`config.mk`:
```
export PLATFORM = sky130hd
export DESIGN_NAME = bcd_length_crc16_frame_receiver_top
export DESIGN_NICKNAME = d
export VERILOG_FILES = /design/src/sv/bclf_pkg.sv /design/src/sv/bcd_length_crc16_frame_receiver_top.sv /design/src/sv/bclf_cfg_regs.sv /design/src/sv/bclf_parser.sv
export VERILOG_INCLUDE_DIRS = /design/src /design/src/sv
export SDC_FILE = /design/constraint.sdc
export NUM_CORES = 1
export LEC_CHECK = 0
export ABC_AREA = 1
export BUFFER_PORTS_ARGS = -buffer_cell sky130_fd_sc_hd__buf_2
export CAP_MARGIN = 20
export CORE_MARGIN = 4
export CORE_UTILIZATION = 60
export DETAILED_ROUTE_END_ITERATION = 10
export PLACE_DENSITY = 0.79
export REMOVE_ABC_BUFFERS = 1
export SETUP_SLACK_MARGIN = 0.3
export SLEW_MARGIN = 5
export SYNTH_ARGS = -nofsm -noshare
export SYNTH_HDL_FRONTEND = slang
export SYNTH_SLANG_ARGS = --single-unit
```
`constraint.sdc`:
```
create_clock -name clk -period 5.4 [get_ports clk]
set_clock_uncertainty 0.2 [all_clocks]
set_input_delay 0 -clock clk [delete_from_list [all_inputs] [get_ports clk]]
set_output_delay 0 -clock clk [all_outputs]
set_load 0.02 [all_outputs]
```
`src/sv/bcd_length_crc16_frame_receiver_top_defines.svh`:
```
// Assertion macros used by the frame receiver parser.
`ifndef BCD_LENGTH_CRC16_FRAME_RECEIVER_TOP_DEFINES_SVH
`define BCD_LENGTH_CRC16_FRAME_RECEIVER_TOP_DEFINES_SVH

// Check a property on every clock edge outside reset.
`define BCLF_ASSERT(lbl, prop, msg) \
  lbl: assert property (@(posedge clk) disable iff (!rst_n) prop) else $error(msg);

// Check a property on every clock edge, reset included.
`define BCLF_ASSERT_ALWAYS(lbl, prop, msg) \
  lbl: assert property (@(posedge clk) prop) else $error(msg);

`endif

```
`src/sv/bclf_pkg.sv`:
```
// Types, codes and helper functions of the BCD-length CRC-16 frame receiver.
package bclf_pkg;

  typedef enum logic [1:0] {
    OP_BYTE    = 2'd0,
    OP_TICK    = 2'd1,
    OP_RELEASE = 2'd2
  } op_t;

  typedef enum logic [2:0] {
    ST_NONE    = 3'd0,
    ST_STORED  = 3'd1,
    ST_GOOD    = 3'd2,
    ST_CRCBAD  = 3'd3,
    ST_BADCMD  = 3'd4,
    ST_LENERR  = 3'd5,
    ST_REFUSED = 3'd6
  } status_t;

  typedef enum logic [2:0] {
    PH_HUNT = 3'd0,
    PH_CMD  = 3'd1,
    PH_LEN  = 3'd2,
    PH_BAG  = 3'd3,
    PH_CRC  = 3'd4
  } phase_t;

  // Configuration register indexes
  localparam logic [2:0] CFG_TIMEOUT   = 3'd0;
  localparam logic [2:0] CFG_CMD_A     = 3'd1;
  localparam logic [2:0] CFG_CMD_B     = 3'd2;
  localparam logic [2:0] CFG_CMD_C     = 3'd3;
  localparam logic [2:0] CFG_CMD_D     = 3'd4;
  localparam logic [2:0] CFG_CRC_START = 3'd5;

  localparam logic [15:0] TIMEOUT_RST   = 16'd100;
  localparam logic [7:0]  CMD_A_RST     = 8'd1;
  localparam logic [7:0]  CMD_B_RST     = 8'd34;
  localparam logic [7:0]  CMD_C_RST     = 8'd35;
  localparam logic [7:0]  CMD_D_RST     = 8'h24;
  localparam logic [15:0] CRC_START_RST = 16'hFFFF;

  localparam logic [7:0]  START_BYTE    = 8'hFE;
  localparam logic [15:0] CRC_POLY      = 16'hA001;
  localparam int          BCD_W         = 15;
  localparam logic [BCD_W-1:0] FRAMING_BYTES = 15'd6;
  localparam logic [1:0]  FIELD_TWO     = 2'd2;

  typedef struct packed {
    logic [15:0] timeout_ticks;
    logic [7:0]  cmd_code_a;
    logic [7:0]  cmd_code_b;
    logic [7:0]  cmd_code_c;
    logic [7:0]  cmd_code_d;
    logic [15:0] crc_start;
  } cfg_t;

  typedef struct packed {
    status_t     status;
    logic [7:0]  stored_byte;
    logic [8:0]  store_index;
    logic [7:0]  frame_command;
    logic [8:0]  payload_len;
  } result_t;

  // Reflected CRC-16 update for one byte, LSB first.
  function automatic logic [15:0] crc_byte(input logic [15:0] crc, input logic [7:0] b);
    logic [15:0] c;
    c = crc ^ {8'd0, b};
    for (int k = 0; k < 8; k++) begin
      if (c[0]) begin
        c = (c >> 1) ^ CRC_POLY;
      end else begin
        c = c >> 1;
      end
    end
    return c;
  endfunction

  // Digit-weighted value of a two-byte BCD number; nibbles above 9 keep their weight.
  function automatic logic [BCD_W-1:0] bcd_value(input logic [7:0] lo, input logic [7:0] hi);
    logic [BCD_W-1:0] v;
    v = BCD_W'(lo[3:0])
      + BCD_W'(lo[7:4]) * 15'd10
      + BCD_W'(hi[3:0]) * 15'd100
      + BCD_W'(hi[7:4]) * 15'd1000;
    return v;
  endfunction

endpackage

```
`src/sv/bcd_length_crc16_frame_receiver_top.sv`:
```
// Top level of the BCD-length CRC-16 frame receiver: input and result registers around the parser.
//
// Usage:
//   Input channel (in_valid / in_stall / in_opcode / in_data_byte): one item per
//   transfer; opcode selects a received byte, one idle-timer tick or a release
//   of the held frame. Every item yields exactly one result on the output channel
//   (out_valid / out_stall / out_status ...), carrying the status, the byte stored
//   and its frame position, the current command byte and decoded payload length.
//   Configuration (cfg_valid / cfg_ready / cfg_index / cfg_data) writes the
//   timeout, the four command codes and the CRC preset; cfg_ready is always high.
//   Write configuration only while no item is in flight.
//   The input register takes an item at its transfer, and the result register takes
//   its result when the item advances. Throughput: one item per cycle while out_stall
//   is low, as the byte-wide CRC update and phase logic between the two registers are combinational.
//   When the receiver stalls, the result register holds and an empty input register
//   still takes one more item; once it holds one, in_stall rises until the result is taken.
//   Reset (rst_n low, synchronous) empties both registers, puts the parser in
//   hunting with the idle timer expired, and restores the configuration defaults.
module bcd_length_crc16_frame_receiver_top #(
  parameter int MAX_PAYLOAD = 256
) (
  input  logic        clk,
  input  logic        rst_n,
  input  logic        in_valid,
  output logic        in_stall,
  input  logic [1:0]  in_opcode,
  input  logic [7:0]  in_data_byte,
  output logic        out_valid,
  input  logic        out_stall,
  output logic [2:0]  out_status,
  output logic [7:0]  out_stored_byte,
  output logic [8:0]  out_store_index,
  output logic [7:0]  out_frame_command,
  output logic [8:0]  out_payload_len,
  input  logic        cfg_valid,
  output logic        cfg_ready,
  input  logic [2:0]  cfg_index,
  input  logic [15:0] cfg_data
);

  bclf_pkg::cfg_t    cfg;
  bclf_pkg::result_t res;
  bclf_pkg::result_t out_res_r;
  logic              in_valid_r;
  logic [1:0]        in_op_r;
  logic [7:0]        in_byte_r;
  logic              out_valid_r;
  logic              adv;

  // advance the held item when the result register is free or draining
  assign adv      = in_valid_r && !(out_valid_r && out_stall);
  assign in_stall = in_valid_r && out_valid_r && out_stall;

  always_ff @(posedge clk) begin
    if (!rst_n) begin
      in_valid_r <= 1'b0;
    end else if (in_valid && !in_stall) begin
      in_valid_r <= 1'b1;
    end else if (adv) begin
      in_valid_r <= 1'b0;
    end
  end

  always_ff @(posedge clk) begin
    if (in_valid && !in_stall) begin
      in_op_r   <= in_opcode;
      in_byte_r <= in_data_byte;
    end
  end

  always_ff @(posedge clk) begin
    if (!rst_n) begin
      out_valid_r <= 1'b0;
    end else if (adv) begin
      out_valid_r <= 1'b1;
    end else if (!out_stall) begin
      out_valid_r <= 1'b0;
    end
  end

  always_ff @(posedge clk) begin
    if (adv) begin
      out_res_r <= res;
    end
  end

  bclf_cfg_regs u_cfg (
    .clk       (clk),
    .rst_n     (rst_n),
    .cfg_valid (cfg_valid),
    .cfg_ready (cfg_ready),
    .cfg_index (cfg_index),
    .cfg_data  (cfg_data),
    .cfg       (cfg)
  );

  bclf_parser #(
    .MAX_PAYLOAD (MAX_PAYLOAD)
  ) u_parser (
    .clk       (clk),
    .rst_n     (rst_n),
    .step_en   (adv),
    .op        (in_op_r),
    .data_byte (in_byte_r),
    .cfg       (cfg),
    .res       (res)
  );

  assign out_valid         = out_valid_r;
  assign out_status        = out_res_r.status;
  assign out_stored_byte   = out_res_r.stored_byte;
  assign out_store_index   = out_res_r.store_index;
  assign out_frame_command = out_res_r.frame_command;
  assign out_payload_len   = out_res_r.payload_len;

endmodule

```
`src/sv/bclf_cfg_regs.sv`:
```
// Configuration register file of the frame receiver.
module bclf_cfg_regs (
  input  logic                clk,
  input  logic                rst_n,
  input  logic                cfg_valid,
  output logic                cfg_ready,
  input  logic [2:0]          cfg_index,
  input  logic [15:0]         cfg_data,
  output bclf_pkg::cfg_t      cfg
);

  bclf_pkg::cfg_t cfg_r;

  assign cfg_ready = 1'b1;
  assign cfg       = cfg_r;

  always_ff @(posedge clk) begin
    if (!rst_n) begin
      cfg_r.timeout_ticks <= bclf_pkg::TIMEOUT_RST;
      cfg_r.cmd_code_a    <= bclf_pkg::CMD_A_RST;
      cfg_r.cmd_code_b    <= bclf_pkg::CMD_B_RST;
      cfg_r.cmd_code_c    <= bclf_pkg::CMD_C_RST;
      cfg_r.cmd_code_d    <= bclf_pkg::CMD_D_RST;
      cfg_r.crc_start     <= bclf_pkg::CRC_START_RST;
    end else if (cfg_valid && cfg_ready) begin
      case (cfg_index)
        bclf_pkg::CFG_TIMEOUT:   cfg_r.timeout_ticks <= cfg_data;
        bclf_pkg::CFG_CMD_A:     cfg_r.cmd_code_a    <= cfg_data[7:0];
        bclf_pkg::CFG_CMD_B:     cfg_r.cmd_code_b    <= cfg_data[7:0];
        bclf_pkg::CFG_CMD_C:     cfg_r.cmd_code_c    <= cfg_data[7:0];
        bclf_pkg::CFG_CMD_D:     cfg_r.cmd_code_d    <= cfg_data[7:0];
        bclf_pkg::CFG_CRC_START: cfg_r.crc_start     <= cfg_data;
        default: ;
      endcase
    end
  end

endmodule

```
`src/sv/bclf_parser.sv`:
```
// Frame parser state machine: phase, idle timer, running CRC and result formation.
`include "bcd_length_crc16_frame_receiver_top_defines.svh"
module bclf_parser #(
  parameter int MAX_PAYLOAD = 256
) (
  input  logic                clk,
  input  logic                rst_n,
  input  logic                step_en,
  input  logic [1:0]          op,
  input  logic [7:0]          data_byte,
  input  bclf_pkg::cfg_t      cfg,
  output bclf_pkg::result_t   res
);

  localparam int PW    = $clog2(MAX_PAYLOAD + 1);
  localparam int POS_W = $clog2(MAX_PAYLOAD + 7);
  localparam logic [bclf_pkg::BCD_W-1:0] MAX_TOTAL = bclf_pkg::BCD_W'(MAX_PAYLOAD + 6);

  bclf_pkg::phase_t  phase_r, phase_nxt;
  logic              held_r, held_nxt;
  logic [15:0]       timer_r, timer_nxt;
  logic [POS_W-1:0]  pos_r, pos_nxt;
  logic [1:0]        field_left_r, field_left_nxt;
  logic [PW-1:0]     pay_left_r, pay_left_nxt;
  logic [15:0]       crc_r, crc_nxt;
  logic [7:0]        cmd_r, cmd_nxt;
  logic [7:0]        len_lo_r, len_lo_nxt;
  logic [7:0]        crc_lo_r, crc_lo_nxt;
  logic [PW-1:0]     pay_total_r, pay_total_nxt;

  always_ff @(posedge clk) begin
    if (!rst_n) begin
      phase_r      <= bclf_pkg::PH_HUNT;
      held_r       <= 1'b0;
      timer_r      <= '0;
      pos_r        <= '0;
      field_left_r <= '0;
      pay_left_r   <= '0;
      crc_r        <= bclf_pkg::CRC_START_RST;
      cmd_r        <= '0;
      len_lo_r     <= '0;
      crc_lo_r     <= '0;
      pay_total_r  <= '0;
    end else if (step_en) begin
      phase_r      <= phase_nxt;
      held_r       <= held_nxt;
      timer_r      <= timer_nxt;
      pos_r        <= pos_nxt;
      field_left_r <= field_left_nxt;
      pay_left_r   <= pay_left_nxt;
      crc_r        <= crc_nxt;
      cmd_r        <= cmd_nxt;
      len_lo_r     <= len_lo_nxt;
      crc_lo_r     <= crc_lo_nxt;
      pay_total_r  <= pay_total_nxt;
    end
  end

  always_comb begin
    bclf_pkg::phase_t              phase_cur;
    logic [POS_W-1:0]              pos_cur;
    logic [bclf_pkg::BCD_W-1:0]    total;
    logic [PW-1:0]                 pay_dec;
    logic [POS_W+8:0]              si_ext;
    logic [PW+8:0]                 pl_ext;
    bclf_pkg::status_t             status;
    logic [7:0]                    sb;
    logic [POS_W-1:0]              si;

    phase_nxt      = phase_r;
    held_nxt       = held_r;
    timer_nxt      = timer_r;
    pos_nxt        = pos_r;
    field_left_nxt = field_left_r;
    pay_left_nxt   = pay_left_r;
    crc_nxt        = crc_r;
    cmd_nxt        = cmd_r;
    len_lo_nxt     = len_lo_r;
    crc_lo_nxt     = crc_lo_r;
    pay_total_nxt  = pay_total_r;
    status         = bclf_pkg::ST_NONE;
    sb             = '0;
    si             = '0;
    phase_cur      = phase_r;
    pos_cur        = pos_r;
    total          = bclf_pkg::bcd_value(len_lo_r, data_byte);
    pay_dec        = pay_left_r - PW'(pay_left_r != '0);

    case (bclf_pkg::op_t'(op))
      bclf_pkg::OP_TICK: begin
        if (timer_r != '0) begin
          timer_nxt = timer_r - 16'd1;
          if (timer_r == 16'd1) begin
            phase_nxt = bclf_pkg::PH_HUNT;
          end
        end
      end
      bclf_pkg::OP_RELEASE: begin
        held_nxt = 1'b0;
      end
      bclf_pkg::OP_BYTE: begin
        if (held_r) begin
          status = bclf_pkg::ST_REFUSED;
        end else begin
          // an expired timer drops any partial frame
          if (timer_r == '0) begin
            phase_cur = bclf_pkg::PH_HUNT;
            pos_cur   = '0;
          end
          phase_nxt = phase_cur;
          pos_nxt   = pos_cur;
          timer_nxt = cfg.timeout_ticks;
          case (phase_cur)
            bclf_pkg::PH_HUNT: begin
              if (data_byte == bclf_pkg::START_BYTE) begin
                crc_nxt       = bclf_pkg::crc_byte(cfg.crc_start, data_byte);
                pay_total_nxt = '0;
                status        = bclf_pkg::ST_STORED;
                sb            = data_byte;
                si            = '0;
                pos_nxt       = POS_W'(1);
                phase_nxt     = bclf_pkg::PH_CMD;
              end
            end
            bclf_pkg::PH_CMD: begin
              cmd_nxt = data_byte;
              if (data_byte == cfg.cmd_code_a || data_byte == cfg.cmd_code_b ||
                  data_byte == cfg.cmd_code_c || data_byte == cfg.cmd_code_d) begin
                crc_nxt        = bclf_pkg::crc_byte(crc_r, data_byte);
                status         = bclf_pkg::ST_STORED;
                sb             = data_byte;
                si             = pos_cur;
                pos_nxt        = pos_cur + POS_W'(1);
                field_left_nxt = bclf_pkg::FIELD_TWO;
                phase_nxt      = bclf_pkg::PH_LEN;
              end else begin
                status    = bclf_pkg::ST_BADCMD;
                phase_nxt = bclf_pkg::PH_HUNT;
              end
            end
            bclf_pkg::PH_LEN: begin
              crc_nxt = bclf_pkg::crc_byte(crc_r, data_byte);
              status  = bclf_pkg::ST_STORED;
              sb      = data_byte;
              si      = pos_cur;
              pos_nxt = pos_cur + POS_W'(1);
              if (field_left_r > 2'd1) begin
                field_left_nxt = 2'd1;
                len_lo_nxt     = data_byte;
              end else begin
                field_left_nxt = '0;
                if (total < bclf_pkg::FRAMING_BYTES || total > MAX_TOTAL) begin
                  status        = bclf_pkg::ST_LENERR;
                  pay_total_nxt = '0;
                  phase_nxt     = bclf_pkg::PH_HUNT;
                end else begin
                  pay_total_nxt = PW'(total - bclf_pkg::FRAMING_BYTES);
                  pay_left_nxt  = PW'(total - bclf_pkg::FRAMING_BYTES);
                  if (total == bclf_pkg::FRAMING_BYTES) begin
                    field_left_nxt = bclf_pkg::FIELD_TWO;
                    phase_nxt      = bclf_pkg::PH_CRC;
                  end else begin
                    phase_nxt = bclf_pkg::PH_BAG;
                  end
                end
              end
            end
            bclf_pkg::PH_BAG: begin
              crc_nxt      = bclf_pkg::crc_byte(crc_r, data_byte);
              status       = bclf_pkg::ST_STORED;
              sb           = data_byte;
              si           = pos_cur;
              pos_nxt      = pos_cur + POS_W'(1);
              pay_left_nxt = pay_dec;
              if (pay_dec == '0) begin
                field_left_nxt = bclf_pkg::FIELD_TWO;
                phase_nxt      = bclf_pkg::PH_CRC;
              end
            end
            bclf_pkg::PH_CRC: begin
              status  = bclf_pkg::ST_STORED;
              sb      = data_byte;
              si      = pos_cur;
              pos_nxt = pos_cur + POS_W'(1);
              if (field_left_r > 2'd1) begin
                field_left_nxt = 2'd1;
                crc_lo_nxt     = data_byte;
              end else begin
                field_left_nxt = '0;
                if ({data_byte, crc_lo_r} == crc_r) begin
                  status   = bclf_pkg::ST_GOOD;
                  held_nxt = 1'b1;
                end else begin
                  status = bclf_pkg::ST_CRCBAD;
                end
                phase_nxt = bclf_pkg::PH_HUNT;
              end
            end
            default: begin
              phase_nxt = bclf_pkg::PH_HUNT;
            end
          endcase
        end
      end
      default: ;
    endcase

    si_ext = {9'd0, si};
    pl_ext = {9'd0, pay_total_nxt};
    res.status        = status;
    res.stored_byte   = sb;
    res.store_index   = si_ext[8:0];
    res.frame_command = cmd_nxt;
    res.payload_len   = pl_ext[8:0];
  end

  `BCLF_ASSERT(a_held_refuses, step_en && held_r && (op == bclf_pkg::OP_BYTE) |-> res.status == bclf_pkg::ST_REFUSED, "byte taken while a good frame is held")
  `BCLF_ASSERT(a_good_holds, step_en && (res.status == bclf_pkg::ST_GOOD) |=> held_r, "good frame not held")
  `BCLF_ASSERT(a_tick_no_store, step_en && (op == bclf_pkg::OP_TICK) |-> res.status == bclf_pkg::ST_NONE, "tick produced a store status")
  `BCLF_ASSERT_ALWAYS(a_reset_hunt, !rst_n |=> (phase_r == bclf_pkg::PH_HUNT) && !held_r && (timer_r == '0), "parser not cleared by reset")

endmodule

```
Word level (Yosys, flattened, before mapping) --
Index checks and enable logic that the tools add are counted.
Storage, ports and cells: bits in registers 202, output and inout bits 40, bits of input ports 34
Cells by class: reduce and logical (&&, ||, !) cells 41, $add $sub $neg 7, $mul 3, bitwise logic cells 34, mux-type cells 196, $lt $le $gt $ge 3, equality and inequality tests 28
Operators by type and width (number):
- $mux 16 | 132
- $mux 9 | 13
- $not 2->3 | 30
- $pmux 16 s4 | 1
- $pmux 9 s2 | 3
- $mux 3 | 17
- $mux 8 | 5
- $eq 8x8->1 | 4
- $pmux 16 s2 | 1
- $xor 16x8->16 | 2
- $pmux 3 s5 | 2
- $pmux 9 s3 | 1
- $pmux 8 s3 | 1
- $reduce_and 6->1 | 3
- $eq 16x1->1 const B | 1
- $eq 16x16->1 | 1
- $logic_not 16->1 | 1
- $reduce_bool 16->1 | 1
- $sub 16x1->16 const B | 1
- $add 15x11->15 | 1
- $add 15x14->15 | 1
- $eq 15x3->1 const B | 1
- $gt 15x9->1 const B | 1
- $lt 15x3->1 const B | 1
- other kinds (37) | 87

Logic depth before layout (Yosys ltp) --
word-level depth 48, mapped depth 29, mapped depth without buffers 28

Cells and area by module --
Synthesis repeated with hierarchy kept, for this count alone.
Second synthesis, totals: cell total of the unflattened synthesis 1766, area, all modules 12625.9 um2
Modules (own cells, without submodules):
- bclf_parser | times used 1, area an instance 8632.0 um2, cells an instance 1352
- bclf_cfg_regs | times used 1, area an instance 2487.4 um2, cells an instance 354
- bcd_length_crc16_frame_receiver_top | times used 1, area an instance 1506.4 um2, cells an instance 60

Worst setup path before layout --
No wires, ideal clock.
kind register to register, from register in_byte_r[6], to register out_res_r, in the netlist out_payload_len[0], data pin, arrival time 4285 ps, data required time 4942 ps, stages on the path, launching flop included 23, setup time 258 ps, path slack 657 ps, path through edfxtp_1 -> fa_1 -> fa_1 -> ha_1 -> xnor2_1 -> fa_1 -> inv_1 -> ha_1 -> nand2_1 -> inv_1 -> a21oi_1 -> nand3b_1 -> nand2_1 -> nand2_1 -> nor2_2 -> nand3_2 -> nor2_1 -> nor2_2 -> buf_4 -> nand3_1 -> nand2_1 -> o21ai_1 -> inv_1
RTL lines:
- from (decl) | line bcd_length_crc16_frame_receiver_top.sv:46 | logic [7:0] in_byte_r;
- from (signal assigned) | line bcd_length_crc16_frame_receiver_top.sv:67 | in_byte_r <= in_data_byte;
- to (signal assigned) | line bcd_length_crc16_frame_receiver_top.sv:83 | out_res_r <= res;
- to (decl) | line bcd_length_crc16_frame_receiver_top.sv:43 | bclf_pkg::result_t out_res_r;

==> results.json <==
{
  "row_count": 52,
  "maxCapViolations": 0,
  "final_cell_mix": "nand2_1, inv_1, nor2_1",
  "cts-root-buf": "clkbuf_16",
  "grt_pass1_vias": 10800,
  "status": "completed",
  "layout_commonest_cell": "nand2_1",
  "p_clk_frac": 0.358,
  "drt_iter0_drc": 906,
  "via_per_inst": 5.59,
  "grt_usage": 0.283,
  "yosysSeqAreaShare": 0.365,
  "fin_setup_tns_ns": 0,
  "layout-drive-gt1-share": 0.142,
  "syn-cell-area_mm2": 0.0123,
  "gr-total-overflow": 0,
  "worstSetupEndpointType": "flop",
  "cp-start-kind": "flop",
  "cp.required_ns": 5.58,
  "ir_drop_mv": 0.225,
  "power_mw": 4.56,
  "grt_first_pass_wirelength_mm": 52.6,
  "routedWlPerCell_um": 16.1,
  "cp_max_fo": 6,
  "p_int_mw": 3.04,
  "p_sw_frac": 0.333,
  "cts_buffer_depth": 3,
  "fin_nets": 1847,
  "cts_num_sinks": 201,
  "power.leakage_nw": 6.45,
  "seq_power_share": 0.357,
  "syn_to_final_growth_pct": 17.0,
  "worst-setup-path-type": "reg -> reg",
  "cts_made_buffers": 23,
  "portBuffers": 72,
  "fp.dieW_um": 151,
  "finalSetupViolCount": 0,
  "drcViolationCount": 0,
  "synth-warning-count": 0,
  "hpwl_mm": 21.8,
  "clkLatencyLatePin_ns": 0.53,
  "pin_count": 74,
  "synth_cells": 1618,
  "initial_core_util": 0.609,
  "synth-seq-cells": 201,
  "finalCriticalPeriod_ns": 4.95,
  "gp_congestion": 0.942,
  "antenna_found_initial": 0,
  "n_antenna_cell": 0,
  "dieHeight_um": 151,
  "p_sw_mw": 1.52,
  "ant_nets": 0,
  "htreeDepth": 1,
  "finalWorstSetupSlack_ns": 0.452,
  "tightest_slew_ns": 0.947,
  "combPwrFrac": 0.285,
  "place_ws_ns": 0.228,
  "min_path_type": "in -> reg",
  "vias": 11300,
  "dieArea_mm2": 0.0229,
  "fmax_ghz": 0.202,
  "avgSynthCellArea_um2": 7.61,
  "clkTransAtPathRegs_ns": 0.07,
  "yosysUniqueCellTypes": 64,
  "rsz0062_at_grt": "false",
  "slew_headroom": 0.369,
  "cp.arrival_ns": 5.13,
  "drt_wl_total_mm": 32.6,
  "power_density_mw_per_mm2": 316,
  "final_max_slew_viol_count": 0,
  "fin_crit_sh": 0.916,
  "fp.coreArea_mm2": 0.0202,
  "cts_tree": "done",
  "drt_pre_antenna_iters": 5,
  "finalHoldViolCount": 0,
  "grt_max_degree": 68
}
[logic make-up after synthesis]
group	synth area share
simple gates	0.257
compound gates	0.140
buf+inv	0.0885
flops	0.365
xor+xnor	0.0659
fa+ha+maj	0.0815
mux	0.00163
other cells	0.000304
[per-layer routing]
layer  vias to the layer above  wire, um  global-route usage
met3                        80      2230              0.0383
met2                       438     15800               0.485
met5                         -         0                   0
met1                      5274     13600               0.368
li1                       5552         -                   -
met4                         0      1030              0.0966
[registers in the layout (all words and copies together), names as in the netlist]
signal / flops
out_payload_len: 9
u_parser.pay_total_r: 9
in_byte_r: 8
u_cfg.cfg: 64
u_parser.field_left_r: 1
out_store_index: 9
u_parser.timer_r: 16
out_stored_byte: 8
u_parser.len_lo_r: 8
in_op_r: 2
in_valid_r: 1
u_parser.pay_left_r: 9
out_valid: 1
u_parser.held_r: 1
out_status: 3
u_parser.cmd_r: 8
u_parser.pos_r: 9
u_parser.phase_r: 3
u_parser.crc_r: 16
u_parser.crc_lo_r: 8
out_frame_command: 8
[cell type report]
class,count,area (um2)
clock inverter,15,184
fill,1531,5820
timing repair buffer,150,1100
sequential,201,4490
inverter,212,811
clock buffer,27,612
tap,270,338
multi-input combinational,1155,6880
[synthesized netlist by cell type (all sizes together)]
library cell	count	area, um2
buf	24	178
nor3	15	114
xnor2	49	437
nand3b	6	45.0
or2	18	113
inv	206	783
a221oi	1	8.76
a22oi	2	15.0
a21oi	100	515
a211oi	2	15.0
nor2	186	831
o22ai	4	25.0
o221ai	2	17.5
o2111ai	6	52.6
clkinv	6	27.5
a41oi	1	8.76
dfxtp	154	3080
o31ai	3	22.5
xor2	42	375
conb	1	3.75
nor4	5	31.3
nand3	106	563
edfxtp	47	1410
a21boi	5	37.5
a32o	1	10.0
o21bai	1	7.51
o21ai	139	699
o211ai	21	198
a31oi	6	37.5
nand4	21	153
o21a	5	37.5
a21o	1	7.51
o211a	1	10.0
nand2	331	1320
ha	53	663
clkbuf	27	101
fa	17	340
mux2i	2	20.0
and3	1	6.26
[worst paths after layout]
kind	startpoint	endpoint	slack, ns	cells past startpoint
worst min-delay path	cfg_data[9]	u_cfg.cfg[9]	0.09	4
worst max-delay path	in_byte_r[5]	out_payload_len[6]	0.45	25
worst min register to register	u_cfg.cfg[56]	u_cfg.cfg[56]	0.25	2
worst max register to register	in_byte_r[5]	out_payload_len[6]	0.45	25
[power by group through the flow]
stage          clock, mW  combinational [mW]  sequential, mW
2_1_floorplan          0               0.829            1.68
3_5_place_dp           0                1.12            1.66
5_1_grt             1.70                1.45            1.63
4_1_cts             1.64                1.16            1.63
3_3_place_gp           0                1.09            1.66
6_report            1.63                1.30            1.63
[what timing repair did]
item                                    in CTS  in global routing
setup buffers                                0                  4
hold endpoints to repair                   111                  0
cloned                                       0                  1
resized for setup                            2                 24
pin swaps                                    0                  4
hold buffers                                61                  0
endpoints found under the setup margin      20                 32
[stage by stage]
step           instances  utilization  hold WS (ns)  area, um2
2_1_floorplan       1567            -        -0.124      12000
3_3_place_gp        1922        0.635       -0.0230      12800
3_5_place_dp        1922        0.635       -0.0213      12800
4_1_cts             2025        0.705        0.0471      14300
5_1_grt             2030        0.713        0.0989      14400
6_report            2030        0.713        0.0854      14400
[worst max-delay path, stage by stage, from the launching register on]
cell and delay, ns:
edfxtp_1 0.44, buf_4 0.18, buf_4 0.13, ha_1 0.28, ha_1 0.28, ha_2 0.20
fa_2 0.52, inv_1 0.05, fa_1 0.49, inv_1 0.06, ha_4 0.26, nand2_1 0.06
nand2_1 0.07, a21oi_1 0.21, nand3b_1 0.10, nand2_1 0.07, nand2_1 0.09, nor2_4 0.16
nand2_1 0.06, nor2_1 0.11, nand2_2 0.12, nor2_4 0.22, nand3_1 0.15, nand3_2 0.13
nand2_1 0.08, inv_1 0.06
Note: power is estimated with default switching activity, not from simulation.
